**config.mk**
```make
export PLATFORM = sky130hd
export DESIGN_NAME = rfid_tag_presence_table_core
export DESIGN_NICKNAME = d
export VERILOG_FILES = /design/src/design/rtpt_pkg.sv /design/src/design/rtpt_frame_asm.sv /design/src/design/rtpt_slot_table.sv /design/src/design/rfid_tag_presence_table_core.sv
export VERILOG_INCLUDE_DIRS = /design/src /design/src/design
export SDC_FILE = /design/constraint.sdc
export NUM_CORES = 2
export LEC_CHECK = 0
export BUFFER_PORTS_ARGS = -buffer_cell sky130_fd_sc_hd__buf_2
export CORE_MARGIN = 5
export CORE_UTILIZATION = 50
export DETAILED_ROUTE_END_ITERATION = 10
export GPL_ROUTABILITY_DRIVEN = 1
export PLACE_DENSITY = 0.69
export SKIP_LAST_GASP = 1
export SYNTH_ARGS = -nofsm -noshare
export SYNTH_HDL_FRONTEND = slang
export SYNTH_SLANG_ARGS = --single-unit
```
**constraint.sdc**
```tcl
create_clock -name clock -period 7.6 [get_ports clock]
set_input_delay 1.14 -clock clock [delete_from_list [all_inputs] [get_ports clock]]
set_output_delay 1.14 -clock clock [all_outputs]
set_load 0.005 [all_outputs]
```
**src/design/rfid_tag_presence_table_core_assert.svh**
```systemverilog
// ---------------------------------------------------------------------------
// rfid tag presence table assertion macros
// shared concurrent assertion forms, sampled on the rising clock edge
// ---------------------------------------------------------------------------
`ifndef RFID_TAG_PRESENCE_TABLE_CORE_ASSERT_SVH
`define RFID_TAG_PRESENCE_TABLE_CORE_ASSERT_SVH

// same-cycle implication
`define RTPT_ASSERT_IMPL(label, clk, rst, ante, cons, msg) \
   label: assert property (@(posedge clk) disable iff (rst) (ante) |-> (cons)) \
      else $error(msg);

// next-cycle implication
`define RTPT_ASSERT_NEXT(label, clk, rst, ante, cons, msg) \
   label: assert property (@(posedge clk) disable iff (rst) (ante) |=> (cons)) \
      else $error(msg);

`endif

```
**src/design/rtpt_pkg.sv**
```systemverilog
// ---------------------------------------------------------------------------
// rtpt_pkg
// shared types and codes of the rfid tag presence table
// ---------------------------------------------------------------------------
`default_nettype none

package rtpt_pkg;

   // operation codes
   localparam logic [1:0] OP_FRAME = 2'd0;
   localparam logic [1:0] OP_TICK  = 2'd1;
   localparam logic [1:0] OP_SWEEP = 2'd2;
   localparam logic [1:0] OP_READ  = 2'd3;

   // status codes
   localparam logic [2:0] ST_UPDATED  = 3'd0;
   localparam logic [2:0] ST_NEW      = 3'd1;
   localparam logic [2:0] ST_REJECTED = 3'd2;
   localparam logic [2:0] ST_FULL     = 3'd3;
   localparam logic [2:0] ST_SWEEP    = 3'd4;
   localparam logic [2:0] ST_READ     = 3'd5;

   // frame format
   localparam logic [7:0] HDR_BYTE0   = 8'h1B;
   localparam logic [7:0] HDR_BYTE1   = 8'h39;
   localparam logic [7:0] HDR_BYTE2   = 8'h01;
   localparam logic [3:0] POS_RSSI    = 4'd7;
   localparam logic [3:0] POS_CHARGE  = 4'd9;
   localparam logic [3:0] POS_UID_LO  = 4'd10;
   localparam logic [3:0] POS_UID_HI  = 4'd13;
   localparam logic [3:0] POS_MAX     = 4'd15;
   localparam logic [4:0] MIN_LEN     = 5'd14;

   // register map
   localparam logic       REG_TIMEOUT   = 1'b0;
   localparam logic [31:0] TIMEOUT_RESET = 32'd5000;

   typedef struct packed {
      logic [1:0] operation;
      logic [7:0] frame_byte;
      logic       frame_last;
      logic [2:0] read_slot;
   } rtpt_item_type;

   typedef struct packed {
      logic        good;
      logic [31:0] uid;
      logic [7:0]  rssi;
      logic [7:0]  charge;
   } rtpt_frame_type;

   typedef struct packed {
      logic [2:0]  status;
      logic [2:0]  slot;
      logic        tag_valid;
      logic [31:0] tag_uid;
      logic [7:0]  tag_rssi;
      logic [7:0]  tag_charge;
      logic [7:0]  valid_map;
      logic [7:0]  dropped_map;
   } rtpt_result_type;

endpackage

`default_nettype wire

```
**src/design/rtpt_frame_asm.sv**
```systemverilog
// ---------------------------------------------------------------------------
// rtpt_frame_asm
// gathers reader frame bytes: header check, byte count, rssi, charge, uid
// ---------------------------------------------------------------------------
`default_nettype none

module rtpt_frame_asm import rtpt_pkg::*; (
   input  wire logic           clock,
   input  wire logic           reset,
   input  wire logic           take,
   input  wire logic [7:0]     frame_byte,
   input  wire logic           frame_last,
   output rtpt_frame_type      frame
);

   logic [3:0]  pos_ff, pos_in;
   logic        hdr_ok_ff, hdr_ok_in;
   logic [31:0] uid_ff, uid_in;
   logic [7:0]  rssi_ff, rssi_in;
   logic [7:0]  charge_ff, charge_in;

   logic        hdr_now;
   logic [31:0] uid_now;
   logic [7:0]  rssi_now;
   logic [7:0]  charge_now;

   always_comb begin
      hdr_now = hdr_ok_ff;
      if ((pos_ff == 4'd0 && frame_byte != HDR_BYTE0) ||
          (pos_ff == 4'd1 && frame_byte != HDR_BYTE1) ||
          (pos_ff == 4'd2 && frame_byte != HDR_BYTE2)) begin
         hdr_now = 1'b0;
      end
      rssi_now   = (pos_ff == POS_RSSI)   ? frame_byte : rssi_ff;
      charge_now = (pos_ff == POS_CHARGE) ? frame_byte : charge_ff;
      uid_now    = uid_ff;
      if (pos_ff >= POS_UID_LO && pos_ff <= POS_UID_HI) begin
         uid_now = {uid_ff[23:0], frame_byte};
      end
   end

   assign frame.good   = hdr_now && ({1'b0, pos_ff} >= (MIN_LEN - 5'd1));
   assign frame.uid    = uid_now;
   assign frame.rssi   = rssi_now;
   assign frame.charge = charge_now;

   always_comb begin
      pos_in    = pos_ff;
      hdr_ok_in = hdr_ok_ff;
      uid_in    = uid_ff;
      rssi_in   = rssi_ff;
      charge_in = charge_ff;
      if (take) begin
         if (frame_last) begin
            // every frame end starts over, good or not
            pos_in    = 4'd0;
            hdr_ok_in = 1'b1;
            uid_in    = 32'd0;
            rssi_in   = 8'd0;
            charge_in = 8'd0;
         end else begin
            pos_in    = (pos_ff == POS_MAX) ? pos_ff : pos_ff + 4'd1;
            hdr_ok_in = hdr_now;
            uid_in    = uid_now;
            rssi_in   = rssi_now;
            charge_in = charge_now;
         end
      end
   end

   always_ff @(posedge clock) begin
      if (reset) begin
         pos_ff    <= 4'd0;
         hdr_ok_ff <= 1'b1;
         uid_ff    <= 32'd0;
         rssi_ff   <= 8'd0;
         charge_ff <= 8'd0;
      end else begin
         pos_ff    <= pos_in;
         hdr_ok_ff <= hdr_ok_in;
         uid_ff    <= uid_in;
         rssi_ff   <= rssi_in;
         charge_ff <= charge_in;
      end
   end

endmodule

`default_nettype wire

```
**src/design/rtpt_slot_table.sv**
```systemverilog
// ---------------------------------------------------------------------------
// rtpt_slot_table
// tag slots with parallel uid lookup, free-slot claim, age sweep and read
// ---------------------------------------------------------------------------
`default_nettype none

module rtpt_slot_table import rtpt_pkg::*; #(
   parameter int SLOT_COUNT = 8
) (
   input  wire logic            clock,
   input  wire logic            reset,
   input  wire logic            fire,
   input  wire rtpt_item_type   item,
   input  wire rtpt_frame_type  frame,
   input  wire logic [31:0]     timeout,
   output logic                 has_result,
   output rtpt_result_type      result
);

   localparam int IDX_W = (SLOT_COUNT > 1) ? $clog2(SLOT_COUNT) : 1;
   localparam logic [4:0] SLOT_COUNT_V = 5'(SLOT_COUNT);

   logic [SLOT_COUNT-1:0] live_ff, live_in;
   logic [31:0]           tick_ff, tick_in;
   logic [31:0]           uid_ff    [SLOT_COUNT];
   logic [7:0]            rssi_ff   [SLOT_COUNT];
   logic [7:0]            charge_ff [SLOT_COUNT];
   logic [31:0]           seen_ff   [SLOT_COUNT];

   logic [SLOT_COUNT-1:0] match;
   logic [SLOT_COUNT-1:0] dropped;
   logic [IDX_W-1:0]      hit_idx, free_idx, wr_idx, rd_idx;
   logic                  hit, free_any, fresh;
   logic                  frame_end, frame_wr, sweep, rd_in_range, rd_live;
   logic [15:0]           live_pad, dropped_pad;

   // lowest matching live slot and lowest free slot
   always_comb begin
      hit      = 1'b0;
      free_any = 1'b0;
      hit_idx  = '0;
      free_idx = '0;
      for (int i = SLOT_COUNT - 1; i >= 0; i--) begin
         match[i] = live_ff[i] && (uid_ff[i] == frame.uid);
         if (match[i]) begin
            hit     = 1'b1;
            hit_idx = IDX_W'(i);
         end
         if (!live_ff[i]) begin
            free_any = 1'b1;
            free_idx = IDX_W'(i);
         end
      end
   end

   always_comb begin
      for (int i = 0; i < SLOT_COUNT; i++) begin
         dropped[i] = live_ff[i] && ((tick_ff - seen_ff[i]) > timeout);
      end
   end

   assign fresh     = !hit;
   assign wr_idx    = hit ? hit_idx : free_idx;
   assign frame_end = fire && item.operation == OP_FRAME && item.frame_last;
   assign frame_wr  = frame_end && frame.good && (hit || free_any);
   assign sweep     = fire && item.operation == OP_SWEEP;

   always_comb begin
      live_in = live_ff;
      tick_in = tick_ff;
      if (fire && item.operation == OP_TICK) begin
         tick_in = tick_ff + 32'd1;
      end
      if (sweep) begin
         live_in = live_ff & ~dropped;
      end
      if (frame_wr && fresh) begin
         live_in[wr_idx] = 1'b1;
      end
   end

   always_ff @(posedge clock) begin
      if (reset) begin
         live_ff <= '0;
         tick_ff <= 32'd0;
      end else begin
         live_ff <= live_in;
         tick_ff <= tick_in;
      end
   end

   always_ff @(posedge clock) begin
      for (int i = 0; i < SLOT_COUNT; i++) begin
         if (sweep && dropped[i]) begin
            uid_ff[i]    <= 32'd0;
            rssi_ff[i]   <= 8'd0;
            charge_ff[i] <= 8'd0;
            seen_ff[i]   <= 32'd0;
         end else if (frame_wr && wr_idx == IDX_W'(i)) begin
            if (fresh) begin
               uid_ff[i] <= frame.uid;
            end
            rssi_ff[i]   <= frame.rssi;
            charge_ff[i] <= frame.charge;
            seen_ff[i]   <= tick_ff;
         end
      end
   end

   assign rd_in_range = {2'b00, item.read_slot} < SLOT_COUNT_V;
   assign rd_idx      = IDX_W'(item.read_slot);
   assign rd_live     = rd_in_range && live_ff[rd_idx];

   // maps are reported on eight bits whatever the slot count
   assign live_pad    = 16'(live_in);
   assign dropped_pad = 16'(sweep ? dropped : '0);

   always_comb begin
      has_result         = 1'b0;
      result             = '0;
      result.valid_map   = live_pad[7:0];
      unique case (item.operation)
         OP_FRAME: begin
            has_result = item.frame_last;
            if (!frame.good) begin
               result.status = ST_REJECTED;
            end else if (!(hit || free_any)) begin
               result.status     = ST_FULL;
               result.tag_uid    = frame.uid;
               result.tag_rssi   = frame.rssi;
               result.tag_charge = frame.charge;
            end else begin
               result.status     = fresh ? ST_NEW : ST_UPDATED;
               result.slot       = 3'(wr_idx);
               result.tag_valid  = 1'b1;
               result.tag_uid    = frame.uid;
               result.tag_rssi   = frame.rssi;
               result.tag_charge = frame.charge;
            end
         end
         OP_TICK: begin
            has_result = 1'b0;
         end
         OP_SWEEP: begin
            has_result         = 1'b1;
            result.status      = ST_SWEEP;
            result.dropped_map = dropped_pad[7:0];
         end
         OP_READ: begin
            has_result    = 1'b1;
            result.status = ST_READ;
            result.slot   = item.read_slot;
            if (rd_live) begin
               result.tag_valid  = 1'b1;
               result.tag_uid    = uid_ff[rd_idx];
               result.tag_rssi   = rssi_ff[rd_idx];
               result.tag_charge = charge_ff[rd_idx];
            end
         end
         default: begin
            has_result = 1'b0;
         end
      endcase
   end

endmodule

`default_nettype wire

```
**src/design/rfid_tag_presence_table_core.sv**
```systemverilog
// a word accepted on req passes through the input register and the result register
// before it appears on rsp; throughput: one word per cycle while rsp is not stalled;
// each word is settled from its input register through the parallel slot comparators
// into the result register; ticks and non-final frame bytes give no rsp word
// reset: synchronous, active high; clears the table, tick count, frame state and the
// pipeline valids, and sets the timeout to 5000 ticks
// ---------------------------------------------------------------------------
// rfid_tag_presence_table_core
// presence table of rfid tags fed by reader frames, with tick, sweep and read
// ---------------------------------------------------------------------------
`default_nettype none

`include "rfid_tag_presence_table_core_assert.svh"

module rfid_tag_presence_table_core import rtpt_pkg::*; #(
   parameter int SLOT_COUNT = 8
) (
   input  wire logic        clock,
   input  wire logic        reset,
   // req_tdata: operation[1:0], frame_byte[9:2], read_slot[12:10], zero pad
   input  wire logic        req_tvalid,
   output logic             req_tready,
   input  wire logic [15:0] req_tdata,
   input  wire logic        req_tlast,
   // rsp_tdata: status[2:0], slot[5:3], tag_valid[6], tag_uid[38:7],
   // tag_rssi[46:39], tag_charge[54:47], valid_map[62:55], dropped_map[70:63], pad
   output logic             rsp_tvalid,
   input  wire logic        rsp_tready,
   output logic [71:0]      rsp_tdata,
   input  wire logic        csr_psel,
   input  wire logic        csr_penable,
   input  wire logic        csr_pwrite,
   input  wire logic [2:0]  csr_paddr,
   input  wire logic [31:0] csr_pwdata,
   output logic [31:0]      csr_prdata,
   output logic             csr_pready
);

   logic            in_valid_ff, in_valid_in;
   rtpt_item_type   in_item_ff;
   logic            rsp_valid_ff, rsp_valid_in;
   rtpt_result_type rsp_data_ff;
   logic [31:0]     timeout_ff;

   logic            fire;
   logic            has_result;
   rtpt_result_type result;
   rtpt_frame_type  frame;

   // configuration
   assign csr_pready = 1'b1;
   assign csr_prdata = (csr_paddr[2] == REG_TIMEOUT) ? timeout_ff : 32'd0;

   always_ff @(posedge clock) begin
      if (reset) begin
         timeout_ff <= TIMEOUT_RESET;
      end else if (csr_psel && csr_penable && csr_pwrite && csr_pready &&
                   csr_paddr[2] == REG_TIMEOUT) begin
         timeout_ff <= csr_pwdata;
      end
   end

   // input register, then one processing step into the result register
   assign fire        = in_valid_ff && (!rsp_valid_ff || rsp_tready);
   assign req_tready  = !in_valid_ff || fire;
   assign in_valid_in = req_tready ? req_tvalid : in_valid_ff;

   always_comb begin
      rsp_valid_in = rsp_valid_ff && !rsp_tready;
      if (fire) begin
         rsp_valid_in = has_result;
      end
   end

   always_ff @(posedge clock) begin
      if (reset) begin
         in_valid_ff  <= 1'b0;
         rsp_valid_ff <= 1'b0;
      end else begin
         in_valid_ff  <= in_valid_in;
         rsp_valid_ff <= rsp_valid_in;
      end
   end

   always_ff @(posedge clock) begin
      if (req_tready && req_tvalid) begin
         in_item_ff.operation  <= req_tdata[1:0];
         in_item_ff.frame_byte <= req_tdata[9:2];
         in_item_ff.read_slot  <= req_tdata[12:10];
         in_item_ff.frame_last <= req_tlast;
      end
      if (fire && has_result) begin
         rsp_data_ff <= result;
      end
   end

   rtpt_frame_asm u_frame_asm (
      .clock      (clock),
      .reset      (reset),
      .take       (fire && in_item_ff.operation == OP_FRAME),
      .frame_byte (in_item_ff.frame_byte),
      .frame_last (in_item_ff.frame_last),
      .frame      (frame)
   );

   rtpt_slot_table #(
      .SLOT_COUNT (SLOT_COUNT)
   ) u_slot_table (
      .clock      (clock),
      .reset      (reset),
      .fire       (fire),
      .item       (in_item_ff),
      .frame      (frame),
      .timeout    (timeout_ff),
      .has_result (has_result),
      .result     (result)
   );

   assign rsp_tvalid = rsp_valid_ff;
   assign rsp_tdata  = {1'b0,
                        rsp_data_ff.dropped_map,
                        rsp_data_ff.valid_map,
                        rsp_data_ff.tag_charge,
                        rsp_data_ff.tag_rssi,
                        rsp_data_ff.tag_uid,
                        rsp_data_ff.tag_valid,
                        rsp_data_ff.slot,
                        rsp_data_ff.status};

   `RTPT_ASSERT_NEXT(a_stall_holds_input, clock, reset,
      in_valid_ff && rsp_valid_ff && !rsp_tready, in_valid_ff,
      "pending word lost while result stalled")
   `RTPT_ASSERT_IMPL(a_dropped_not_live, clock, reset,
      rsp_valid_ff, (rsp_data_ff.dropped_map & rsp_data_ff.valid_map) == 8'd0,
      "swept slot still marked live")
   `RTPT_ASSERT_IMPL(a_read_live_in_map, clock, reset,
      rsp_valid_ff && rsp_data_ff.status == ST_READ && rsp_data_ff.tag_valid,
      rsp_data_ff.valid_map[rsp_data_ff.slot],
      "live slot read but missing from valid map")

endmodule

`default_nettype wire

```
==> metrics.csv <==
stage;metric;value;unit
power_and_ir_drop;seqPwrFrac;0.483;
floorplanning;die_h;357.4;um
logic_synthesis;syn_area_per_cell;9.946;um2
clocking;clockRootBuffer;clkbuf_16;
timing;worst_pin_slew;1.310;ns
timing;period_share;0.9444;
clocking;cts.sinks;855;
setup_path;crit_family;compound AO/OA/AOI/OAI gates;
detailed_routing;routed_wl;244700;um
finish;final_cell_mix;edfxtp_1, nor2_1, ha_1;
power_and_ir_drop;p_int;8.107;mW
detailed_routing;ant_nets;0;
logic_synthesis;synth_top_area_share;0.3608;
power_and_ir_drop;ir_drop;0.1835;mV
hold_path;hold_class;reg -> reg;
floorplanning;die_x;357.4;um
logic_synthesis;synth_area_leaders;edfxtp_1, ha_1, dfxtp_1, xnor2_1, nor2_1;
placement;gp_congestion;1.050;
floorplanning;num_io_pins;166;
logic_synthesis;syn_nets;6646;
placement;dpl.hpwl;179400;um
setup_path;cp_num_cells;27;
power_and_ir_drop;p_leak;27.76;nW
detailed_routing;first_pass_iters;8;
setup_path;r2r.worst_path.cells;27;
grt;grt_start_max_net_pins;58;
logic_synthesis;synth_cell_types;106;
placement;place_inst;7799;
setup_path;critPathCapture;u_slot_table.rssi_ff[5][6]$_SDFFCE_PN0P_;
setup_path;r2r_end;u_slot_table.rssi_ff[5][6]$_SDFFCE_PN0P_;
timing;rsz0062_at_grt;false;
logic_synthesis;synthCells;6066;
logic_synthesis;ys_warn_count;0;
grt;grt_pass1_wl;343900;um
setup_path;path_class;reg -> reg;
logic_synthesis;yosys.area_share.simple;0.1736;
logic_synthesis;synth_top_family_by_area;simple AND/OR/NAND/NOR gates;
setup_path;r2r_slack;0.42;ns
finish;fillers;10310;
setup_path;worst-path-max-fanout;14;
finish;layout-drive-gt1-share;0.1209;
clocking;htree_levels;3;
status;status;complete, no violations;
floorplanning;core-area;120000;um2
timing;maxSlewViolCount;0;
finish;area_growth;12.59;%
logic_synthesis;netlist_area;60330;um2
setup_path;worstPathArrival;7.57;ns
floorplanning;initial_utilization;0.5029;
power_and_ir_drop;p_sw_frac;0.2305;
grt;grt_pass1_vias;49010;
floorplanning;rows;127;
grt;grt_antenna_before_repair;14;
power_and_ir_drop;p_comb_frac;0.040;
logic_synthesis;synth_fa_ha_area_frac;0.1090;
timing;finalCriticalPeriod;7.177;ns
power_and_ir_drop;power_switching;2.429;mW
clocking;clkTransAtPathRegs;0.06;ns
detailed_routing;detail_route.vias_per_cell;6.327;
detailed_routing;drcViolationCount;0;
timing;fmax;0.1393;GHz
setup_path;critPathRequiredTime;7.99;ns
detailed_routing;drt_iter0_markers;5517;
run;drv_cap;0;
setup_path;r2r_start;u_slot_table.tick_ff[0]$_SDFFE_PP0P_;
finish;layout_commonest_cell;edfxtp_1;
setup_path;max_stage_delay;0.49;ns
timing;finalSetupTns;0;ns
logic_synthesis;synth_edf_count;725;
clocking;clock_latency;0.75;ns
clocking;cts_tree;yes;
logic_synthesis;ys.flop_type;edfxtp_1;
setup_path;crit_slowest_cell;a2111oi_0;
grt;gr-total-overflow;0;
timing;setup_violations;0;
logic_synthesis;synth_mux_area_frac;0.05438;
logic_synthesis;ys_async_sr_fraction;0;
logic_synthesis;synthXorXnorAreaFrac;0.06416;
grt;grt_use_total;0.3750;
logic_synthesis;synth-compound-area-share;0.1446;
setup_path;crit_path_end_kind;flop;
power_and_ir_drop;p_clk_frac;0.477;
timing;whs;0.4539;ns
setup_path;startpoint;u_slot_table.tick_ff[0]$_SDFFE_PP0P_;
logic_synthesis;seq_area_frac_synth;0.4040;
timing;fin_worst_skew;0.04469;ns
detailed_routing;post_drt_wl_per_cell;30.65;um
clocking;postCtsSetupBuffers;0;
timing;relSlewSlack;0.1254;
clocking;cts_buffer_depth;3;
placement;port_buffers;158;
finish;fin_nets;6867;
power_and_ir_drop;total_power;10.54;mW
finish;finalCoreUtilization;0.5662;
logic_synthesis;yosys.area.top_type;edfxtp_1;
setup_path;crit_top_cell;buf_4;
setup_path;critical_path_buf_inv_count;8;
finish;layoutNonFillerInstCount;7985;
setup_path;cp-start-kind;flop;
power_and_ir_drop;power_density;155.1;nW/um2
clocking;numCtsBuffers;98;
logic_synthesis;ys_ff_latch;855;
timing;hold_viol_final;0;
detailed_routing;vias;50520;
floorplanning;die_area;127700;um2
[metrics by stage]
step / cell area, um2 / setup slack (ns)
final: 67930 / 0.4228
after global routing: 67920 / 0.03581
after CTS: 67910 / 0.2714
after detailed placement: 64550 / 0.3397
after global placement: 64550 / 0.3564
after floorplan: 60330 / 0.1397
[worst register-to-register path, cell delays in order (launching register included)]
cell and delay [ns]:
dfxtp_1 0.31, inv_1 0.27, ha_1 0.25, inv_1 0.06, fa_1 0.47, a211oi_1 0.32, o21ai_0 0.31, a2111oi_0 0.49
buf_4 0.19, nor4_1 0.10, nor3_2 0.32, o31ai_1 0.13, buf_4 0.16, o41ai_2 0.30, o21ai_0 0.26, a41o_1 0.29
a21oi_1 0.17, xnor2_1 0.09, ha_1 0.29, nand4_1 0.13, buf_4 0.18, nor4_1 0.31, buf_4 0.21, o21ai_0 0.13
a211oi_1 0.37, buf_4 0.25, o21bai_4 0.17, buf_4 0.30
[cells in the mapped netlist (170+ instances only)]
master,number
xnor2_1,272
clkbuf_1,208
nor2b_1,272
and2_1,291
ha_1,513
a21oi_1,365
edfxtp_1,725
inv_1,426
xor2_1,170
nand2_1,238
nor2_1,617
a21o_1,173
[state kept, by name, summed over array words and instances (netlist names), named ones only]
signal                  count
u_frame_asm.charge_ff       8
u_slot_table.live_ff        8
in_valid_ff                 1
u_frame_asm.hdr_ok_ff       1
u_frame_asm.rssi_ff         8
timeout_ff                 32
u_slot_table.tick_ff       32
in_item_ff                 14
u_slot_table.seen_ff      256
u_slot_table.rssi_ff       64
u_slot_table.uid_ff       256
u_slot_table.charge_ff     64
rsp_tvalid                  1
u_frame_asm.pos_ff          4
rsp_tdata                  71
u_frame_asm.uid_ff         32
[cell families after synthesis]
group	Yosys count
AOI/OAI and AO/OA	1290
DFF	855
buffers and inverters	739
xor gates and xnor gates	442
adders and majority gates	521
and+or+nand+nor	2013
other	2
muxes	204
[final cells by class]
class,count,area (um2),area share
antenna,5,12.51,0.0001842
clock buffer,119,2665,0.03923
clock inverter,62,690.7,0.01017
inverter,432,1624,0.02391
multi-input combinational,4472,33160,0.4881
sequential,855,24390,0.3591
tap,1612,2017,0.02969
timing repair buffer,428,3371,0.04962
[worst min path at each step]
stage	to	cells past startpoint	startpoint
global placement	u_frame_asm.hdr_ok_ff$_SDFFE_PP1P_	2	u_frame_asm.hdr_ok_ff$_SDFFE_PP1P_
detailed placement	timeout_ff[22]$_SDFFE_PP0P_	2	timeout_ff[22]$_SDFFE_PP0P_
CTS	timeout_ff[22]$_SDFFE_PP0P_	2	timeout_ff[22]$_SDFFE_PP0P_
global route	timeout_ff[20]$_SDFFE_PP0P_	2	timeout_ff[20]$_SDFFE_PP0P_
floorplan	u_frame_asm.hdr_ok_ff$_SDFFE_PP1P_	2	u_frame_asm.hdr_ok_ff$_SDFFE_PP1P_
finish	timeout_ff[23]$_SDFFE_PP0P_	2	timeout_ff[23]$_SDFFE_PP0P_
[repair_timing]
item	4_1_cts	5_1_grt
hold endpoints to repair	0	0
hold buffers	0	0
resized for setup	0	2
endpoints found under the setup margin	0	128
[layer usage]
metal	GRT usage	part of all wire	wire length (um)	up-vias
met5	0	0.000053	13	-
met4	0.2622	0.084	20600	2
met3	0.08449	0.093	22710	775
met2	0.5964	0.45	109600	2568
met1	0.4532	0.38	91810	24740
li1	-	-	-	22430
[power by group through the flow]
stage / Combinational (mW) / Sequential (mW) / Clock [mW]
after CTS: 0.415 / 5.08 / 5.07
after global placement: 0.409 / 5.18 / 0
after floorplan: 0.250 / 5.15 / 0
final: 0.424 / 5.08 / 5.03
after detailed placement: 0.415 / 5.18 / 0
after global routing: 0.444 / 5.08 / 5.26
No activity file was read; power rests on OpenSTA's default activity.
